==> src/design/dfs_maze_carver_core_defines.svh <==
// ----------------------------------------------------------------------------
// Maze carver assertion macros
// Concurrent check wrappers used by the maze carver RTL; ASSERT_OFF drops them.
// ----------------------------------------------------------------------------
`ifndef DFS_MAZE_CARVER_CORE_DEFINES_SVH
`define DFS_MAZE_CARVER_CORE_DEFINES_SVH

`ifndef ASSERT_OFF
// Check on every clock edge outside reset.
`define DFMC_ASSERT(lbl, prop, msg) \
  lbl: assert property (@(posedge clk) disable iff (rst) prop) else $error(msg);
// Check on every clock edge, reset included.
`define DFMC_ASSERT_ALWAYS(lbl, prop, msg) \
  lbl: assert property (@(posedge clk) prop) else $error(msg);
`else
`define DFMC_ASSERT(lbl, prop, msg)
`define DFMC_ASSERT_ALWAYS(lbl, prop, msg)
`endif

`endif

==> src/design/dfmc_pkg.sv <==
// ----------------------------------------------------------------------------
// Maze carver package
// Shared widths, codes, state encoding and helpers of the maze carver.
// ----------------------------------------------------------------------------
package dfmc_pkg;

  localparam int COORD_W      = 7;
  localparam int DEF_MAX_SIDE = 64;
  localparam int IN_DATA_W    = 16;
  localparam int OUT_DATA_W   = 24;
  localparam int CFG_AW       = 1;

  localparam logic CMD_BEGIN = 1'b0;
  localparam logic CMD_STEP  = 1'b1;

  localparam logic [CFG_AW-1:0] REG_COLS = 1'b0;
  localparam logic [CFG_AW-1:0] REG_ROWS = 1'b1;

  typedef enum logic [1:0] {
    DIR_E = 2'd0,
    DIR_S = 2'd1,
    DIR_W = 2'd2,
    DIR_N = 2'd3
  } dir_t;

  typedef struct packed {
    logic found;
    dir_t dir;
  } pick_t;

  typedef enum logic [2:0] {
    ST_IDLE,
    ST_CLEAR,
    ST_CHECK,
    ST_RD_N,
    ST_RD_S,
    ST_EVAL,
    ST_POP,
    ST_EMIT
  } state_t;

  // Clamp a side length or coordinate into 1..max_side.
  function automatic logic [COORD_W-1:0] clamp_side(input logic [COORD_W-1:0] v,
                                                    input int unsigned max_side);
    logic [COORD_W-1:0] r;
    if (v == '0) begin
      r = COORD_W'(1);
    end else if (32'(v) > max_side) begin
      r = COORD_W'(max_side);
    end else begin
      r = v;
    end
    return r;
  endfunction

endpackage

==> src/design/dfmc_dir_pick.sv <==
// ----------------------------------------------------------------------------
// Maze carver direction pick
// First free direction in rotation east, south, west, north from the preferred one.
// ----------------------------------------------------------------------------
module dfmc_dir_pick (
  input  logic [3:0]           free,
  input  dfmc_pkg::dir_t       pref,
  output dfmc_pkg::pick_t      pick
);
  import dfmc_pkg::*;

  always_comb begin
    dir_t d;
    pick.found = |free;
    pick.dir   = pref;
    // walk the rotation backward so the nearest free direction wins
    for (int k = 3; k >= 0; k--) begin
      d = dir_t'(pref + 2'(k));
      if (free[d]) begin
        pick.dir = d;
      end
    end
  end

endmodule

==> config.mk <==
export PLATFORM = sky130hd
export DESIGN_NAME = dfmc_dir_pick
export DESIGN_NICKNAME = d
export VERILOG_FILES = /design/src/design/dfs_maze_carver_core_defines.svh /design/src/design/dfmc_pkg.sv /design/src/design/dfmc_dir_pick.sv
export SDC_FILE = /design/constraint.sdc
export NUM_CORES = 1
export LEC_CHECK = 0
export BUFFER_PORTS_ARGS = -buffer_cell sky130_fd_sc_hd__clkbuf_2
export CAP_MARGIN = 40
export CORE_AREA = 5 5 42 44
export DETAILED_ROUTE_END_ITERATION = 6
export DIE_AREA = 0 0 47 49
export GPL_TIMING_DRIVEN = 0
export PLACE_DENSITY = 0.32
export SLEW_MARGIN = 20
export SYNTH_ARGS = -nofsm -noshare
export SYNTH_HDL_FRONTEND = slang
export SYNTH_SLANG_ARGS = --single-unit
==> constraint.sdc <==
create_clock -name vclk -period 1.49
set_clock_uncertainty 0.05 [all_clocks]
set_input_delay 0.2235 -clock vclk [all_inputs]
set_output_delay 0.2235 -clock vclk [all_outputs]
set_load 0.005 [all_outputs]
**Word level (Yosys, flattened, before mapping)**

Cells that the tools add are included.

- Register bits: 0
- Input bits: 6
- Output and inout bits: 3

- $add $sub $neg: 3
- Order comparisons: 4
- Multiplexer cells: 12
- Reduce and logical (&&, ||, !) cells: 1

Operator list:

| kind | number |
|---|---|
| $lt 2x3->1 const B | 4 |
| $bmux 1 s2 | 4 |
| $mux 2 | 4 |
| $add 2x2->2 const B | 2 |
| $mux 1 | 4 |
| $reduce_or 4->1 | 1 |
| $add 2x1->2 const B | 1 |

**Depth between registers and ports, before layout**

Gate-level depths: netlist of the first run.

- Word-level depth: 7
- Depth in mapped cells: 3
- Gate-level depth less buffers: 3

**Worst setup path after synthesis of the first run**

No wires, ideal clock.

- Path type: input port to output port
- Start: input pref[0]
- End: output pick[1] (netlist bit)
- Arrival: 0.970 ns
- Required time: 1.217 ns
- Setup slack: 0.246 ns
- Cell stages on the path: 3
- Path through: and2b_2 > or4_1 > nand2_1

RTL lines:

| what | line | text |
|---|---|---|
| from (decl) | dfmc_dir_pick.sv:7 | `input dfmc_pkg::dir_t pref,` |
| to (decl) | dfmc_dir_pick.sv:8 | `output dfmc_pkg::pick_t pick` |

==> results of run 1 <==
[power groups by stage]
stage               sequential, mW  clock (mW)  combinational, mW
floorplan                        0           0             0.0203
global placement                 0           0             0.0425
detailed placement               0           0             0.0424
CTS                              0           0             0.0425
global route                     0           0             0.0472
finish                           0           0             0.0426
[cells in the final DEF, fill, tap and decap left out]
| cell | n |
|---|---|
| o221a_2 | 1 |
| o21ai_0 | 2 |
| and2b_1 | 1 |
| nand2_1 | 2 |
| and3b_1 | 1 |
| buf_4 | 1 |
| nor2_1 | 2 |
| a2bb2oi_1 | 1 |
| nor3_1 | 1 |
| buf_2 | 1 |
| clkbuf_2 | 7 |
| and2b_2 | 2 |
| or4_1 | 1 |
| inv_1 | 1 |
| a21oi_1 | 1 |
[final cells by class]
class              instances  area [um2]
inverters                  1        3.75
repair buffers             9        47.5
multi-input cells         15        96.3
well taps                 16        20.0
fillers                  177        1230
[per-layer routing]
layer,global-route usage,vias up,share of wire
met5,0,-,0
met4,0,0,0
met3,0.00369,0,0.11
met2,0.0498,5,0.46
met1,0.0391,54,0.43
li1,-,77,-
[timing repair]
action / 4_1_cts / 5_1_grt
setup endpoints to repair: 0 / 1
hold buffers: 0 / 0
gates resized for setup: 0 / 3
[path summary, 6_finish.rpt]
kind,depth (start not counted),from,slack [ns],to
setup / recovery,5,pref[1],0.05,pick[1]
hold / removal,4,free[1],0.71,pick[2]
[kinds of logic after synthesis]
group	share of synthesized area
AND/OR/NAND/NOR	0.613
AO/OA/AOI/OAI	0.350
buffers and inverters	0.0375
[worst max-delay path, delay by kind of cell]
kind                   cells  cell delay, ns
and+or+nand+nor            3            0.73
buffers and inverters      2            0.21
==> results.yml, run 1 <==
run_status:
  run_status: "completed"
critical_path:
  cp_common_cell: "clkbuf_2"
  worstPathCellList: "clkbuf_2, and3b_1, or4_1, nand2_1, clkbuf_2"
  cp_slowest_cell: "or4_1"
  crit_path_start_kind: "primary input"
  path_max_fanout: 5
  worstPathArrival_ns: 1.17
  crit_type: "in -> out"
  worst_setup_path_end_kind: "primary output"
  cpPeakStageDelay_ns: 0.49
  required_ns: 1.22
placed_design:
  pre_cts_slack_ns: 0.0134
  dpl.hpwl_um: 322
  post_dp_cell_area_um2: 165
  gp_congestion: 0.645
  numPortBuffers: 9
  place_inst: 41
detailed_routing:
  drt_iter0_drc: 0
  drc_errors: 0
  wl_per_cell_um: 8.54
  dr_total_vias: 136
  vias_per_cell: 3.32
  ant_nets: 0
  dr.pass1.iters: 1
  drt-total-wl_um: 350
timing:
  fmax_mhz: 693
  rsz0062_at_grt: "no"
  whs_ns: 0.710
  post-route-period-util: 0.968
  slew_violations: 0
  final-hold-violation-count: 0
  fin_crit_ns: 1.44
  setup_slack_ns: 0.0474
  slew_headroom: 0.884
  finalSetupViolCount: 0
  fin_setup_tns_ns: 0
  worstMarginPinSlew_ns: 0.173
cells_and_area:
  drive_gt1_frac: 0.480
  fin_nets: 33
  fin_area_um2: 168
  clkbuf_count: 0
  nFlopsAndLatches: 0
  final_core_util: 0.120
  areaGrowthSynthToFinish_pct: 67.5
  seq_area_um2: 0
  final_cell_count_no_fill: 41
  antenna_cells: 0
global_route:
  gr-total-overflow: 0
  grt_max_degree: 7
  antenna_found_initial: 0
  grt_pass1_vias: 112
  grt_pass1_wl_um: 517
  track_usage: 0.0288
yosys:
  ys_types: 12
  synth_fp_nets: 22
  yosys.area.top_type_share: 0.175
  yosysWarnings: 0
  synth_top_cells_by_area: "and2b_2, o221a_2, o21ai_0, a2bb2oi_1, and3b_1"
  syn_area_um2: 100
  syn_area_per_cell_um2: 6.26
  seq_area_frac_synth: 0
  synth_commonest_cells: "and2b_2, nand2_1, nor2_1, o21ai_0"
  yosys.area.top_type: "and2b_2"
  syn_inst: 16
pwr:
  power.density_mw_per_mm2: 254
  p_int_uw: 23.4
  seqPwrFrac: 0
  swShare: 0.451
  ir_drop_mv: 0.0308
  p_clk_frac: 0
  switchingPower_uw: 19.2
  leakagePower_nw: 0.0869
  p_total_uw: 42.6
  combPwrFrac: 1.000
floorplan:
  pin_count: 9
  die_h_um: 49
  rows: 14
  coreArea_mm2: 0.00140
  die_area_mm2: 0.00230
  die_x_um: 47
  start_util: 0.0714
clock_tree:
  post_cts_buffers: 0
min_path:
  min_path_type: "in -> out"
flow_run:
  drv_cap: 0
Power figures use the tool's default switching activity.
==> run 2: changes to the inputs <==
--- a/config.mk
+++ b/config.mk
@@ -5,13 +5,14 @@
 export SDC_FILE = /design/constraint.sdc
 export NUM_CORES = 1
 export LEC_CHECK = 0
-export BUFFER_PORTS_ARGS = -buffer_cell sky130_fd_sc_hd__clkbuf_2
 export CAP_MARGIN = 40
 export CORE_AREA = 5 5 42 44
 export DETAILED_ROUTE_END_ITERATION = 6
 export DIE_AREA = 0 0 47 49
+export DONT_BUFFER_PORTS = 1
+export GPL_ROUTABILITY_DRIVEN = 0
 export GPL_TIMING_DRIVEN = 0
-export PLACE_DENSITY = 0.32
+export PLACE_DENSITY = 0.3
 export SLEW_MARGIN = 20
 export SYNTH_ARGS = -nofsm -noshare
 export SYNTH_HDL_FRONTEND = slang
==> results.yml, run 2 (same netlist as run 1, synthesis figures left out) <==
cells_and_area:
  antenna_cells: 0
  drive_gt1_frac: 0.188
  multi_input_area_um2: 96.3
  final_core_util: 0.0857
  seq_area_um2: 0
  clkbuf_count: 0
  final_cell_mix: "nor2_1, and2b_2, o21ai_0, nand2_1"
  final_cell_count_no_fill: 32
  nFlopsAndLatches: 0
  areaGrowthSynthToFinish_pct: 20.0
  fin_nets: 24
  fillers: 167
  fin_area_um2: 120
critical_path:
  path_max_fanout: 3
  cp-endpoint: "pick[1]"
  crit_type: "in -> out"
  cp_slowest_cell: "or4_1"
  cp-startpoint: "pref[0]"
  worst_setup_path_end_kind: "primary output"
  worstPathCellList: "and2b_2, or4_1, nand2_1"
  crit_path_start_kind: "primary input"
  cpPeakStageDelay_ns: 0.49
  required_ns: 1.22
  worstPathArrival_ns: 1.02
timing:
  finalSetupViolCount: 0
  slew_headroom: 0.880
  fin_crit_ns: 1.29
  final-hold-violation-count: 0
  post-route-period-util: 0.868
  rsz0062_at_grt: "no"
  fmax_mhz: 773
  worstMarginPinSlew_ns: 0.179
  fin_setup_tns_ns: 0
  slew_violations: 0
run_status:
  run_status: "completed"
min_path:
  min_path_type: "in -> out"
detailed_routing:
  drc_errors: 0
  wl_met3_um: 53
  dr.pass1.iters: 4
  met2WireLength_um: 118
  drt-total-wl_um: 359
  wl_met1_um: 187
  highest_layer: "met3"
  wl_per_cell_um: 11.2
  drt_iter0_drc: 1
  dr_total_vias: 124
  vias_per_cell: 3.88
  ant_nets: 0
floorplan:
  die_x_um: 47
  rows: 14
  die_h_um: 49
  start_util: 0.0714
  die_area_mm2: 0.00230
  pin_count: 9
  coreArea_mm2: 0.00140
pwr:
  power.density_mw_per_mm2: 209
  leakagePower_nw: 0.0495
  ir_drop_mv: 0.0600
global_route:
  grt_pass1_vias: 140
  grt_pass1_wl_um: 545
  track_usage: 0.0302
  gr-total-overflow: 0
  grt_max_degree: 7
  antenna_found_initial: 0
placed_design:
  place_inst: 32
  post_dp_cell_area_um2: 120
  numPortBuffers: 0
clock_tree:
  cts_hold_buf: 0
  post_cts_buffers: 0
  ctsResizeCount: 0
flow_run:
  drv_cap: 0
run 2: changes by cell type in the layout (fill, tap and decap cells not counted):
| cell | change |
|---|---|
| buf_2 | -1 |
| buf_4 | -1 |
| clkbuf_2 | -7 |
run 2: area by class of cell:
cell class | count | area share
inverters | 1 | 0.0313
well taps | 16 | 0.167
multi-input cells | 15 | 0.802
run 2: worst min path at each step:
| stage | startpoint | end | slack (ns) | depth (start not counted) |
|---|---|---|---|---|
| 3_3_place_gp | free[1] | pick[2] | 0.50 | 2 |
| 2_1_floorplan | free[1] | pick[2] | 0.48 | 2 |
| 4_1_cts | free[1] | pick[2] | 0.50 | 2 |
| 3_5_place_dp | free[1] | pick[2] | 0.50 | 2 |
| 6_report | free[1] | pick[2] | 0.50 | 2 |
| 5_1_grt | free[1] | pick[2] | 0.50 | 2 |
run 2: per-layer routing:
metal  up-vias  global-route usage
met2        14              0.0407
li1         60                   -
met3         0              0.0148
met1        50              0.0457
met4         0                   0
met5         -                   0
run 2: critical path: cells and delay by family:
kind,cells,cell delay (ns)
AND/OR/NAND/NOR,3,0.79
run 2: metrics by stage:
stage               setup WS (ns)  total power, mW  hold WS, ns
floorplan                   0.246           0.0203        0.482
global placement            0.206           0.0234        0.496
detailed placement          0.193           0.0249        0.499
CTS                         0.193           0.0249        0.498
global route                0.160           0.0275        0.505
finish                      0.197           0.0251        0.497
run 2: power breakdown:
part / total, mW / switching [mW] / internal (mW)
sequential: 0 / 0 / 0
clock: 0 / 0 / 0
combinational: 0.0251 / 0.0115 / 0.0136
==> run 3: changes to the inputs <==
==> constraint.sdc (replaced) <==
create_clock -name vclk -period 1.15
set_clock_uncertainty 0.05 [all_clocks]
set_input_delay 0.1725 -clock vclk [all_inputs]
set_output_delay 0.1725 -clock vclk [all_outputs]
set_load 0.005 [all_outputs]
==> results.yml, run 3 (same netlist as run 1, synthesis figures left out) <==
global_route:
  gr-total-overflow: 0
  antenna_found_initial: 0
  grt_max_degree: 7
  grt_pass1_vias: 140
  grt_pass1_wl_um: 558
  track_usage: 0.0309
cells_and_area:
  final_cell_mix: "nor2_1, and2b_2, o21ai_0"
  drive_gt1_frac: 0.313
  antenna_cells: 0
  fin_area_um2: 126
  final_cell_count_no_fill: 32
  nFlopsAndLatches: 0
  clkbuf_count: 0
  seq_area_um2: 0
  fin_nets: 24
  multi_input_area_um2: 103
  fillers: 167
  areaGrowthSynthToFinish_pct: 26.2
timing:
  worstMarginPinSlew_ns: 0.185
  slew_headroom: 0.875
  finalSetupViolCount: 1
  final-hold-violation-count: 0
  post-route-period-util: 1.02
  fin_setup_tns_ns: -0.0241
  slew_violations: 0
  fin_crit_ns: 1.17
  rsz0062_at_grt: "yes"
  fmax_mhz: 852
  setup_slack_ns: -0.0241
detailed_routing:
  ant_nets: 0
  drt-total-wl_um: 352
  drc_errors: 0
  wl_per_cell_um: 11.0
  dr.pass1.iters: 2
  drt_iter0_drc: 1
  dr_total_vias: 121
  vias_per_cell: 3.78
floorplan:
  die_x_um: 47
  die_h_um: 49
  coreArea_mm2: 0.00140
  pin_count: 9
  die_area_mm2: 0.00230
  rows: 14
  start_util: 0.0714
critical_path:
  worst_setup_path_end_kind: "primary output"
  worstPathArrival_ns: 0.95
  cp_num_buf_inv: 0
  worstPathCellList: "and2b_2, or4_4, nand2_2"
  required_ns: 0.93
  crit_cells: 3
  cpPeakStageDelay_ns: 0.50
  crit_path_start_kind: "primary input"
  crit_type: "in -> out"
  cpLargestDelayFamily: "simple AND/OR/NAND/NOR gates"
  path_max_fanout: 3
  cp_slowest_cell: "or4_4"
run_status:
  run_status: "finished with violations"
  violations: "setup timing"
flow_run:
  drv_cap: 0
pwr:
  p_total_uw: 35.9
  leakagePower_nw: 0.0504
  power.density_mw_per_mm2: 284
  ir_drop_mv: 0.0786
placed_design:
  post_dp_cell_area_um2: 120
  numPortBuffers: 0
  place_inst: 32
  pre_cts_slack_ns: -0.0452
min_path:
  min_path_cells: 2
  min_path_type: "in -> out"
clock_tree:
  cts_hold_buf: 0
==> run 3: changes by cell type in the layout (fill, tap and decap cells not counted) <==
cell / previous run / this run
or4_1: 1 / 0
or4_4: 0 / 1
nand2_1: 2 / 1
nand2_2: 0 / 1
==> run 3: metal layers <==
layer,GRT usage,wire length (um),vias up
met3,0.0148,47,0
met4,0,0,0
met1,0.0478,193,50
li1,-,-,61
met5,0,0,-
met2,0.0407,111,10
==> run 3: cell type report <==
class	instances	area share
multi-input combinational	15	0.812
tap	16	0.158
inverter	1	0.0297
==> run 3: final timing paths <==
path	startpoint	endpoint	slack, ns
setup / recovery	pref[0]	pick[1]	-0.02
hold / removal	free[1]	pick[2]	0.40
==> run 3: power by group <==
group          leakage, nW  total (mW)  internal, mW  switching, mW
combinational       0.0504      0.0359        0.0204         0.0155
sequential               0           0             0              0
clock                    0           0             0              0
==> run 3: metrics by stage <==
step	hold WS, ns	utilization
floorplan	0.380	-
global placement	0.394	0.0857
detailed placement	0.397	0.0857
CTS	0.396	0.0902
global route	0.403	0.0902
finish	0.396	0.0902
==> run 3: what timing repair did <==
action | CTS | global route
cloned | 0 | 0
setup buffers | 0 | 0
endpoints found under the setup margin | 1 | 1
gates resized for setup | 2 | 0
